--- src/psrl_ram.sv ---
// Generic single write port memory with one registered read port.
module psrl_ram #(
   parameter int WIDTH = 32,
   parameter int DEPTH = 16,
   parameter int AW    = (DEPTH > 1) ? $clog2(DEPTH) : 1
) (
   input  logic             clock,
   input  logic             wr_en,
   input  logic [AW-1:0]    wr_addr,
   input  logic [WIDTH-1:0] wr_data,
   input  logic [AW-1:0]    rd_addr,
   output logic [WIDTH-1:0] rd_data
);

   logic [WIDTH-1:0] mem [DEPTH];
   logic [WIDTH-1:0] rd_data_ff;

   always_ff @(posedge clock) begin
      if (wr_en) begin
         mem[wr_addr] <= wr_data;
      end
      rd_data_ff <= mem[rd_addr];
   end

   assign rd_data = rd_data_ff;

endmodule

--- config.mk ---
export PLATFORM = sky130hd
export DESIGN_NAME = psrl_ram
export DESIGN_NICKNAME = d
export VERILOG_FILES = /design/src/psrl_ram.sv
export SDC_FILE = /design/constraint.sdc
export NUM_CORES = 1
export LEC_CHECK = 0
export ABC_AREA = 1
export BUFFER_PORTS_ARGS = -buffer_cell sky130_fd_sc_hd__buf_2
export CORE_ASPECT_RATIO = 1.1
export CORE_UTILIZATION = 55
export DETAILED_ROUTE_END_ITERATION = 16
export PLACE_DENSITY = 0.72
export SYNTH_ARGS = -nofsm -noshare
export SYNTH_HDL_FRONTEND = slang
export SYNTH_SLANG_ARGS = --single-unit
--- constraint.sdc ---
create_clock -name clock -period 6.25 [get_ports clock]
set_input_delay 0.3125 -clock clock [delete_from_list [all_inputs] [get_ports clock]]
set_output_delay 0.3125 -clock clock [all_outputs]
set_load 0.1 [all_outputs]
; Yosys cells after proc, flatten, opt, wreduce, memory -nomap -nowiden
; Memories as Yosys holds them, arrays and structs flattened. A register that Yosys moved wholly into a read port is not among the register bits.
; Index checks and enable logic that the tools add are counted.
[classes]
mux = 2
[op_table]
columns = cell, count
row1 = 1-bit 2-to-1 mux, 2
[word_totals]
ff_bits = 0
ram_bits = 512
input_bits = 42
output_inout_bits = 32
elab_cells = 3
mem_count = 1
[mem_list]
columns = memory, words, width, rd, rd_ports_with_merged_regs, write_ports, line_no
row1 = mem, 16, 32, 1, 1, 1, 15  ; logic [WIDTH-1:0] mem [DEPTH];

; Longest topological paths before layout
; Gate-level depths: netlist (run 1).
[logic_depth]
depth_word = 2
ltp_mapped = 10
mapped_depth_nobuf = 7

; Least setup slack after synthesis (run 1)
; Ideal clock, no wire load.
[synth_timing]
path_type = in2reg
start = in wr_addr[2]
end = mem mem[10][0], enable pin
setup_ns = 0.421
t_arrival_ns = 1.884
t_required_ns = 5.829
path_slack_ns = 3.945
path_stages = 2
n_path_buf = 0
cell_sequence = nand3b_1 > nor2_1
[synth_rtl]
columns = item, line_no
row1 = from (decl), 9  ; input logic [AW-1:0] wr_addr,
row2 = to (decl), 15
; Straight into the memory's write port.

==> flow_summary.toml, run 1 <==
[sta]
period_share_pct = 37.4
rsz0062_at_grt = "no"
fin_tns_setup_ns = 0
finalHoldViolCount = 0
period_minus_slack_ns = 2.34
whs_ns = 0.102
slew_violations = 0
fin_skew_ns = 0.0192
fmax_ghz = 0.428
setup_violations = 0
tightest_slew_ns = 1.17
slew-limit-headroom_pct = 22.0

[synth]
synthMostInstantiatedCell = "nand2_1"
yosys_most_used_dff = "edfxtp_1"
synth_common_cells = "677 x nand2_1, 512 x edfxtp_1, 388 x inv_1"
synth_top_area_share_pct = 67.6
synth_async_sr_flop_share_pct = 0
syn-cell-area_um2 = 22700
synth_cells = 2120
ys_types = 15
synth_top_cell_by_area = "edfxtp_1"
synthTopCellsByArea = "edfxtp_1 68%, nand2_1 11%, nand3_1 8.5%"
yosysWarnings = 0
syn-num-nets = 2162
synth-seq-cells = 544
avgSynthCellArea_um2 = 10.7
synth-edff-count = 512
ys_seq_area_share_pct = 70.5

[critical_path]
worst_ep_required_time_ns = 6.72
critPathMaxFanout = 137
end_kind = "register"
critical_path_arrival_ns = 2.81
setup.worst_path.class = "in -> reg"
startpoint_type = "input port"

[floorplan]
io_pins = 74
dieArea_um2 = 42100
core-area_um2 = 40500
rows = 77
die_h_um = 215
initial_core_util_pct = 56.2
die_w_um = 196

[routing]
ant_nets = 0
route.detailed.drc = 0
wl_per_cell_um = 19.0
dr.pass1.iters = 6
vias_per_cell = 5.46
vias = 14900
drt_wl_total_um = 51800
dr.first_iter.drc_count = 1402

[pwr]
leakagePower_nw = 10.8
p_per_area_nw_per_um2 = 320
vdd_ir_drop_max_mv = 0.287
power_w = 0.00807

[clock_network]
post_cts_resized = 0
cts_buffers = 53
cts.repair_timing.setup_buffer_count = 0
cts-htree-levels = 2
cts.sinks = 544
root_buffer = "clkbuf_16"
max-clock-path-buffers = 3
clk_pin_slew_ns = 0.06
cts_tree = "done"
hold_buffers = 0
clk-insertion-delay-late_ns = 0.58

[place]
place_congestion = 0.757
placed_cells = 2626
io_buffers = 73
hpwl_um = 24200

[final_layout]
drive_above_1_share_pct = 8.91
nets = 2210
diodes = 0
syn2layout_area_growth_pct = 10.9
instances_no_fill = 2723

[grt]
antenna_found_initial = 1
track_usage_pct = 25.0
grt_first_pass_wirelength_um = 79300
grt_pass1_vias = 14400
grt-ovfl-total = 0
grt_max_degree = 138

[hold_path]
hold_class = "in -> reg"

[run]
cap_violations = 0

[outcome]
status = "finished, final reports clean"
[layout make-up]
cell class | count | area, µm²
Sequential cell | 544 | 16000
Fill cell | 3084 | 15300
Multi-Input combinational cell | 1081 | 4670
Inverter | 390 | 1470
Clock buffer | 69 | 1450
Tap cell | 513 | 642
Timing Repair Buffer | 98 | 564
Clock inverter | 28 | 395
[worst paths after layout]
kind                     from     endpoint  slack (ns)  depth (start not counted)
setup reg to reg    mem[1][1]   rd_data[1]        5.15                          6
setup / recovery   rd_addr[0]  rd_data[10]        3.91                          8
hold reg to reg   mem[10][26]  rd_data[26]        0.65                          6
hold / removal     wr_data[6]    mem[5][6]        0.10                          1
[state kept, by name (all words and copies together), names as in the netlist]
signal / count
rd_data: 32
mem: 512
[logic make-up after synthesis]
kind of cell / share of synthesized area (%)
flip-flops: 70.5
AND/OR/NAND/NOR: 20.0
buffers and inverters: 9.54
[where the power goes]
part	internal, W	leakage [nW]	switching [W]	total (W)
Combinational	0.000123	4.99	0.000487	0.000610
Clock	0.00204	0.897	0.00132	0.00336
Sequential	0.00408	4.90	0.0000265	0.00410
Total	0.00624	10.8	0.00183	0.00807
[critical path, cell delays in order]
cell      delay, ns
clkbuf_8       0.29
inv_6          0.85
buf_4          0.72
nand2_1        0.13
nand3_1        0.10
nand3_1        0.12
nand3_1        0.14
nand2_1        0.07
[per-stage QoR]
step | utilization, % | setup slack (ns) | cell area (µm²)
final | 62.3 | 3.91 | 25200
after global routing | 62.3 | 3.71 | 25200
after CTS | 62.3 | 3.95 | 25200
after global placement | 57.7 | 3.42 | 23400
after detailed placement | 57.7 | 3.36 | 23400
after floorplan | - | 3.94 | 22700
[cells in the final DEF (no fill, tap or decap)]
master / instances
nand2_1: 677
edfxtp_1: 512
inv_1: 386
nand3_1: 385
buf_2: 71
clkbuf_16: 55
dfxtp_1: 32
buf_4: 26
nor2_4: 16
clkbuf_1: 12
bufinv_16: 10
clkinv_2: 8
clkinv_1: 6
clkbuf_8: 3
inv_6: 2
inv_2: 2
nand3b_1: 2
clkinvlp_4: 2
inv_4: 1
nor2_1: 1
clkinv_4: 1
[routing by layer]
metal / wire length, µm / GRT usage [%]
met4: 1270 / 8.10
met1: 21100 / 33.9
met5: 10 / 0
met2: 25400 / 41.6
met3: 4110 / 3.55
No activity file was read; power rests on OpenSTA's default activity.
==> inputs of run 2 (changes only) <==
PLACE_DENSITY = 0.75   (was 0.72)
clock period = 1.9 ns   (was 6.25 ns; I/O delays follow)
==> flow_summary.toml, run 2 (synthesized netlist as in run 1, its figures left out) <==
[outcome]
status = "finished, final reports clean"

[critical_path]
end_kind = "output pin"
path_buf_inv = 1
rrSetupSlack_ns = 0.86
timing.rr.start = "mem[12][27]"
r2r_cells = 6
critical_path_arrival_ns = 1.38
startpoint_type = "register"
slowest_stage = "buf_2"
setup.worst_path.class = "reg -> out"
worstPathCellList = "buf_2"
critPathMaxFanout = 1
critical_path.top_delay_family = "buffers and inverters"
crit_path_max_incr_delay_ns = 0.45
worst_ep_required_time_ns = 1.80
rr_endpoint = "rd_data[27]"
worst-path-stages = 1

[final_layout]
syn2layout_area_growth_pct = 14.2
drive_above_1_share_pct = 9.67
nFillCells = 2945
multiInputGateArea_um2 = 4670
nets = 2266
mostFrequentLayoutCells = "677 x nand2_1, 512 x edfxtp_1, 386 x inv_1"
seq_area_um2 = 16000
diodes = 0
largest_reg_flops = 512
instances_no_fill = 2778
regMostFlops = "mem"
final_cell_area_um2 = 26000
final_util_pct = 64.1
final_common_cell = "nand2_1"

[sta]
period_share_pct = 77.6
fmax_ghz = 0.678
slew_violations = 0
rsz0062_at_grt = "no"
slew-limit-headroom_pct = 64.6
finalHoldViolCount = 0
period_minus_slack_ns = 1.47
setup_violations = 0
fin_ws_ns = 0.426
fin_skew_ns = 0.0196
tightest_slew_ns = 0.530

[hold_path]
hold_class = "in -> reg"
holdPathStages = 6
min_from = "rd_addr[0]"
whs_endpoint = "rd_data[9]"

[floorplan]
initial_core_util_pct = 56.2
io_pins = 74
core-area_um2 = 40500
die_w_um = 196
die_h_um = 215
rows = 77
dieArea_um2 = 42100

[grt]
antenna_found_initial = 0
grt_first_pass_wirelength_um = 78500
track_usage_pct = 24.0
grt_max_degree = 92
grt-ovfl-total = 0
grt_pass1_vias = 14900

[clock_network]
clk-insertion-delay-late_ns = 0.57
cts_buffers = 52
hold_buffers = 33
clk_pin_slew_ns = 0.06
cts.sinks = 544
post_cts_resized = 0
max-clock-path-buffers = 3
cts_tree = "done"
cts-htree-levels = 2
root_buffer = "clkbuf_16"
cts.repair_timing.setup_buffer_count = 0

[routing]
dr.first_iter.drc_count = 1251
ant_nets = 0
vias_per_cell = 5.36
route.detailed.drc = 0
vias = 14900
wl_per_cell_um = 17.9
dr.pass1.iters = 5
drt_wl_total_um = 49700

[pwr]
p_per_area_nw_per_um2 = 1010
leakagePower_nw = 11.1
vdd_ir_drop_max_mv = 0.707

[place]
placed_cells = 2650
place_congestion = 0.758
dp_slack_ns = 0.396
hpwl_um = 27700
place_area_um2 = 23900
io_buffers = 73

[run]
cap_violations = 0
[run 2: power breakdown]
part	internal (W)	switching [W]	total (W)
sequential	0.0134	0.0000759	0.0135
clock	0.00635	0.00425	0.0106
combinational	0.000523	0.00166	0.00218
total	0.0203	0.00598	0.0263
[run 2: layout make-up]
type,instances,share of cell area [%]
clock inverters,20,1.09
well taps,513,2.47
clock buffers,75,5.70
inverters,390,5.67
multi-input cells,1081,18.0
flip-flops and latches,544,61.7
repair buffers,155,5.38
[run 2: through the flow]
step	setup TNS (ns)	total power (W)	hold slack (ns)
floorplan	-59.95	0.0152	0.194
global placement	0	0.0158	0.468
detailed placement	0	0.0159	0.479
CTS	0	0.0264	0.0452
global route	0	0.0270	0.0983
finish	0	0.0263	0.0629
[run 2: how the worst max path moves through the flow]
stage                start          end
2_1_floorplan   wr_addr[2]   mem[10][0]
3_3_place_gp    wr_addr[3]   mem[5][16]
3_5_place_dp    wr_addr[3]    mem[5][9]
4_1_cts        rd_data[13]  rd_data[13]
5_1_grt        rd_data[13]  rd_data[13]
6_report       rd_data[13]  rd_data[13]
[run 2: worst register-to-register path, delay by kind of cell, from the launching register on]
kind / cells / cell delay (ns)
DFF: 1 / 0.37
buffers and inverters: 1 / 0.08
and+or+nand+nor: 5 / 0.47
[run 2: layer usage]
layer  vias to the layer above  share of wire (%)  track usage [%]
met4                         0                2.9             8.78
met2                       595                 50             41.4
li1                       7046                  -                -
met3                       115                6.7             3.20
met5                         -                  0                0
met1                      7143                 40             31.3
