$ cat config.mk
export PLATFORM = sky130hd
export DESIGN_NAME = psrl_cmp
export DESIGN_NICKNAME = d
export VERILOG_FILES = /design/src/psrl_pkg.sv /design/src/psrl_cmp.sv
export SDC_FILE = /design/constraint.sdc
export NUM_CORES = 1
export LEC_CHECK = 0
export ABC_AREA = 1
export BUFFER_PORTS_ARGS = -buffer_cell sky130_fd_sc_hd__buf_4
export CAP_MARGIN = 20
export CORE_ASPECT_RATIO = 0.7
export CORE_UTILIZATION = 50
export DETAILED_ROUTE_END_ITERATION = 8
export PLACE_DENSITY = 0.81
export SLEW_MARGIN = 20
export SYNTH_ARGS = -nofsm -noshare
export SYNTH_HDL_FRONTEND = slang
export SYNTH_SLANG_ARGS = --single-unit
$ cat constraint.sdc
create_clock -name vclk -period 2.29
set_input_delay 0.3435 -clock vclk [all_inputs]
set_output_delay 0.3435 -clock vclk [all_outputs]
set_load 0.01 [all_outputs]
$ cat src/psrl_pkg.sv
// Shared constants, state encoding and compare result type for the connect rate limiter.
package psrl_pkg;

   localparam int TABLE_ENTRIES_DEF    = 16;
   localparam int STAMPS_PER_ENTRY_DEF = 32;
   localparam int ADDR_W               = 32;
   localparam int TIME_W               = 32;
   localparam int RATE_W               = 8;
   localparam int COUNT_OUT_W          = 6;
   localparam int STAMP_WORD_W         = TIME_W + 1;
   localparam int WINDOW_SEC           = 4;
   localparam int RATE_SHIFT           = 2;

   typedef enum logic [2:0] {
      ST_IDLE,
      ST_FIND,
      ST_CLEAR,
      ST_SCAN,
      ST_PUT
   } state_type;

   typedef struct packed {
      logic eq;
      logic late;
   } cmp_result_type;

endpackage

$ cat src/psrl_cmp.sv
// Shared compare unit: address match and window expiry test on one operand pair.
module psrl_cmp (
   input  logic [psrl_pkg::TIME_W-1:0] opnd_a,
   input  logic [psrl_pkg::TIME_W-1:0] opnd_b,
   output psrl_pkg::cmp_result_type    result
);
   import psrl_pkg::*;

   logic [TIME_W:0] a_plus_window;

   assign a_plus_window = {1'b0, opnd_a} + (TIME_W + 1)'(WINDOW_SEC);

   always_comb begin
      result.eq   = (opnd_a == opnd_b);
      result.late = (a_plus_window < {1'b0, opnd_b});
   end

endmodule

=== After elaboration in Yosys (flattened, before gate mapping) ===
Index checks and enable logic that the tools add are counted.

* Bits in registers: 0
* Output and inout bits: 2

* Equal/unequal tests: 1
* $lt $le $gt $ge: 1
* Add/sub/neg operators: 1

{| class="wikitable"
|+ Operators with widths
! kind !! number
|-
| adder 32 x 3 -> 33 bit, second input constant || 1
|-
| < comparator 33 x 32 -> 1 bit || 1
|-
| equality test 32 bit || 1
|}

=== Depth between registers and ports, before layout ===
Gate-level depths: netlist of run 1.

* Word-level depth: 2
* Depth in mapped cells: 18
* Gate-level depth less buffers: 18

=== Worst setup path before layout of run 1 ===
Ideal clock, no wire load.

* Path type: input-to-output
* From: in opnd_a[2] in the netlist's numbering
* To: out result[0] in the netlist's numbering
* Path slack: -0.174 ns
* Data arrival time: 2.121 ns
* Path buffers: 0
* Stages on the path: 14
* Path through: ha_1 > nand3_4 > nor2_4 > nand3_2 > nor2_2 > nand2_1 > xor2_1 > inv_1 > ha_1 > a21oi_1 > nand2_1 > a21oi_1 > nand3_1 > a21oi_1

{| class="wikitable"
|+ RTL lines
! element !! line !! text
|-
| start: declaration || psrl_cmp.sv:3 || <nowiki>input logic [psrl_pkg::TIME_W-1:0] opnd_a,</nowiki>
|-
| end: declaration || psrl_cmp.sv:5 || <nowiki>output psrl_pkg::cmp_result_type result</nowiki>
|}

==> results of run 1 <==
==> critical path, cell delays in order <==
cell        delay [ns]
buf_8             0.08
clkinvlp_4        0.16
nor3_4            0.29
nand2_2           0.14
nor3_2            0.22
buf_4             0.16
xor2_2            0.14
inv_1             0.09
ha_4              0.21
nand2_2           0.09
inv_1             0.06
nand2_1           0.08
nand2_1           0.05
nand2_1           0.05
nand3_1           0.07
nand2_1           0.10
nand3_2           0.08
a21oi_2           0.11
buf_4             0.13
==> power by group through the flow <==
stage          Combinational, W  Sequential (W)  Clock, W
2_1_floorplan          0.000236               0         0
4_1_cts                0.000512               0         0
3_3_place_gp           0.000485               0         0
5_1_grt                0.000607               0         0
6_report               0.000565               0         0
3_5_place_dp           0.000501               0         0
==> synthesized netlist by cell type <==
library cell	number	area, um2
nand2_1	102	383
inv_1	86	323
nor2_1	42	158
ha_1	33	413
xor2_1	24	210
nand3_1	17	85.1
nor3_1	12	60.1
o22ai_1	12	75.1
xnor2_1	12	105
a21oi_1	11	55.1
nand4_1	5	31.3
o21ai_0	5	25.0
nor2_2	3	18.8
nor3_2	3	30.0
nand3_2	2	20.0
nor2_4	2	22.5
o21bai_1	2	15.0
a21o_1	1	7.51
and3b_1	1	8.76
buf_2	1	5.00
buf_4	1	7.51
inv_2	1	3.75
nand3_4	1	17.5
nor3_4	1	16.3
nor4_2	1	12.5
or2_2	1	6.26
==> cell usage in the layout, fill, tap and decap left out, drive strengths merged, types with 2 or more instances in the layout <==
master / count
buf: 141
nand2: 102
inv: 86
nor2: 47
ha: 33
xor2: 24
nand3: 20
nor3: 16
xnor2: 12
o22ai: 12
a21oi: 11
nand4: 5
o21ai: 5
o21bai: 2
==> final cells by class <==
class | count | area (um2)
Multi-Input combinational cell | 293 | 1990
Fill cell | 250 | 547
Inverter | 87 | 330
Timing Repair Buffer | 141 | 1070
Tap cell | 52 | 65.1
==> timing repair <==
| item | in CTS | in global routing |
|---|---|---|
| gates resized for setup | 16 | 26 |
| buffers inserted | 4 | 2 |
| setup endpoints to repair | 1 | 2 |
| pin swaps | 14 | 15 |
==> layer usage <==
metal  vias to the layer above  track usage  wire, um
met2                       230        0.615      3980
met4                         0       0.0597       486
li1                       1471            -         -
met3                        59       0.0455      1050
met5                         -            0         0
met1                      1424        0.504      3760
==> kinds of logic (layout without fill, tap and decap cells) <==
| logic type | count (synthesis) | in the layout | synth area share |
|---|---|---|---|
| AO/OA/AOI/OAI | 31 | 31 | 0.0840 |
| XOR/XNOR | 36 | 36 | 0.149 |
| adder cells (fa/ha/maj) | 33 | 33 | 0.195 |
| buffers and inverters | 89 | 228 | 0.160 |
| AND/OR/NAND/NOR | 193 | 193 | 0.411 |
==> stage by stage <==
| stage | total power, W | util | area (um2) |
|---|---|---|---|
| after floorplan | 0.000236 | - | 2150 |
| after global routing | 0.000607 | 0.863 | 3450 |
| after detailed placement | 0.000501 | 0.805 | 3210 |
| after CTS | 0.000512 | 0.827 | 3300 |
| after global placement | 0.000485 | 0.805 | 3210 |
| final | 0.000565 | 0.863 | 3450 |
==> worst paths after layout <==
kind                     to  cells past startpoint
setup / recovery  result[0]                     19
hold / removal    result[1]                      7
==> impl_metrics.tcl, run 1 <==
set metrics [dict create \
    grt_pass1_wl_um 12800 \
    p_leak_nw 1.91 \
    hold_viol_final 0 \
    clkbuf_count 0 \
    vdd_drop_max_v 0.000114 \
    placed_cells 567 \
    io_buffers 66 \
    p_sw_w 0.000299 \
    place_ws_ns -0.608 \
    vias_per_cell 5.56 \
    pwr-share-clk 0 \
    ys_seq_area_frac 0 \
    cp_max_fo 4 \
    die_area_mm2 0.00450 \
    antenna_found_initial 0 \
    regArea_um2 0 \
    maxSlewHeadroom 0.752 \
    core-area_mm2 0.00399 \
    cts_hold_buf 0 \
    fin_crit_sh 1.32 \
    drcViolationCount 0 \
    vias 3184 \
    drt_iter0_markers 297 \
    pwr-share-seq 0 \
    worst_ep_arrival_time_ns 2.67 \
    hpwl_um 6910 \
    fmax_mhz 331 \
    die_y_um 56.4 \
    final_cells 573 \
    io_pins 66 \
    swShare 0.528 \
    ant_nets 0 \
    grt_overflow 0 \
    grt_util_all_layers 0.367 \
    syn_avg_cell_area_um2 5.54 \
    drt-pass1-iter-count 5 \
    crit_start "opnd_a[8]" \
    area_growth_pct 63.0 \
    yosysUniqueCellTypes 26 \
    maxSlewViolCount 0 \
    num_antenna_cells 0 \
    min_path_type "in -> out" \
    status "complete, but fails checks" \
    cp-end-kind "output port" \
    nNetsFinal 620 \
    path_class "in -> out" \
    grt_max_degree 7 \
    wl_um 9270 \
    hold_slack_ns 1.17 \
    first_global_vias 2921 \
    die_w_um 79.7 \
    rows 19 \
    setup_tns_ns -0.727 \
    internal_power_w 0.000266 \
    syn_area_mm2 0.00211 \
    drv_cap 0 \
    cp.required_ns 1.95 \
    seq_cells 0 \
    pwr-share-comb 1.000 \
    worst_pin_slew_ns 0.369 \
    routedWlPerCell_um 16.2 \
    drive_gt1_frac 0.370 \
    synth_nets 479 \
    rsz0062_at_grt "true" \
    setup_viol 1 \
    yosys_warnings 0 \
    p_per_area_mw_per_mm2 164 \
    violations "negative setup slack" \
    post-route-min-period_ns 3.02 \
    layout_setup_ws_ns -0.727 \
    start_util 0.529 \
    cp-start-kind "input port" \
    synthCells 382 \
    place.gp.congestion 0.946 \
    hold_start "opnd_b[5]" \
]
Power figures use the tool's default switching activity.
==> run 2: changes to the inputs <==
Settings changed: SKIP_LAST_GASP set to 1.
==> run 2 against run 1 <==
The flow still finishes with violations (negative setup slack). Power about the same. Via count decreased by 0.50%. First-iteration DRC count rose by 14%. Non-clock buffer count stayed put. Worst hold slack barely moved. Final area is essentially flat. Highest routed layer unchanged.
==> impl_metrics.tcl, run 2 (synthesis gave the netlist of run 1 again) <==
set metrics [dict create \
    cp_max_fo 3 \
    start_util 0.529 \
    cpMostUsedCell "nand2_1" \
    setup_viol 1 \
    power.total_w 0.000566 \
    cp-end-kind "output port" \
    min_path_type "in -> out" \
    p_leak_nw 1.91 \
    nNetsFinal 620 \
    io_buffers 66 \
    grt_util_all_layers 0.367 \
    maxSlewViolCount 0 \
    worst_pin_slew_ns 0.400 \
    seq_cells 0 \
    critPathSlowestCell "nor3_1" \
    grt_max_degree 7 \
    drt_iter0_markers 338 \
    routedWlPerCell_um 16.2 \
    drcViolationCount 0 \
    wl_um 9280 \
    p_per_area_mw_per_mm2 164 \
    placed_cells 567 \
    drv_cap 0 \
    violations "negative setup slack" \
    cp.required_ns 1.95 \
    hold_viol_final 0 \
    maxSlewHeadroom 0.731 \
    placed_area_mm2 0.00321 \
    fin_crit_sh 1.33 \
    grt_overflow 0 \
    grt_pass1_wl_um 12800 \
    die_y_um 56.4 \
    finish.instance_area_mm2 0.00345 \
    place.gp.congestion 0.946 \
    antenna_found_initial 0 \
    area_growth_pct 63.1 \
    regArea_um2 0 \
    worst_ep_arrival_time_ns 2.70 \
    multi_input_area_mm2 0.00199 \
    die_area_mm2 0.00450 \
    cp_slowest_stage_delay_ns 0.37 \
    layout_setup_ws_ns -0.756 \
    first_global_vias 2919 \
    post-route-min-period_ns 3.05 \
    rows 19 \
    die_w_um 79.7 \
    clkbuf_count 0 \
    final_cells 573 \
    drt-pass1-iter-count 5 \
    layout_common_cells "140 x buf_4, 94 x nand2_1, 83 x inv_1" \
    vdd_drop_max_v 0.000114 \
    cp-start-kind "input port" \
    io_pins 66 \
    n_fill_cell 247 \
    layout_commonest_cell "buf_4" \
    cp_top_family "simple AND/OR/NAND/NOR gates" \
    vias_per_cell 5.53 \
    worst-path-buf-inv 6 \
    drive_gt1_frac 0.372 \
    rsz0062_at_grt "true" \
    fmax_mhz 328 \
    hpwl_um 6910 \
    cp_cell_sequence "buf_4, inv_1, nor3_1, nand2_2, nor3_2, buf_4, xor2_2, inv_1, ha_4, nand2_2, inv_1, nand2_1, nand2_1, nand2_1, nand3_1, nand2_1, nand3_2, a21oi_2, buf_4" \
    core-area_mm2 0.00399 \
    num_antenna_cells 0 \
    status "complete, but fails checks" \
    ant_nets 0 \
    vias 3168 \
    path_class "in -> out" \
]
[run 2: cell types whose count changed in the layout (fill, tap and decap cells not counted)]
cell / change
nand2_1: -1
nand2_2: +1
[run 2: metal layers]
layer / vias up / track usage / part of all wire
met5: - / 0 / 0
met4: 0 / 0.0597 / 0.048
met3: 54 / 0.0455 / 0.11
met2: 214 / 0.615 / 0.43
met1: 1432 / 0.504 / 0.42
li1: 1468 / - / -
[run 2: final timing paths]
check	from	end	slack, ns	cells after the start
setup / recovery	opnd_a[3]	result[0]	-0.76	19
hold / removal	opnd_b[5]	result[1]	1.17	7
[run 2: cell type report]
type,count,share of cell area
inverter,87,0.0958
multi-input combinational,293,0.576
tap,52,0.0189
timing repair buffer,141,0.309
[run 2: what timing repair did]
item	in CTS	in global routing
hold buffers	0	0
setup buffers	4	2
setup endpoints to repair	1	2
pin swaps	13	13
gates resized for setup	16	27
[run 2: tightest hold or removal path: stages]
cell     delay (ns)
buf_4          0.08
nand2_1        0.05
nand3_1        0.08
nor2_1         0.04
nand2_1        0.06
nor2_2         0.03
buf_4          0.13
[run 2: metrics by stage]
stage          hold WS [ns]   util  setup slack, ns  TNS [ns]
2_1_floorplan         0.912      -          -0.0311   -0.0311
3_3_place_gp           1.14  0.805           -0.561    -0.561
3_5_place_dp           1.16  0.805           -0.608    -0.608
4_1_cts                1.16  0.827           -0.447    -0.447
5_1_grt                1.23  0.864           -0.787    -0.796
6_report               1.17  0.864           -0.756    -0.756
[run 2: power breakdown]
group	leakage [nW]	internal (W)	switching [W]	total [W]
Combinational	1.91	0.000266	0.000299	0.000566
Sequential	0	0	0	0
Clock	0	0	0	0
Total	1.91	0.000266	0.000299	0.000566
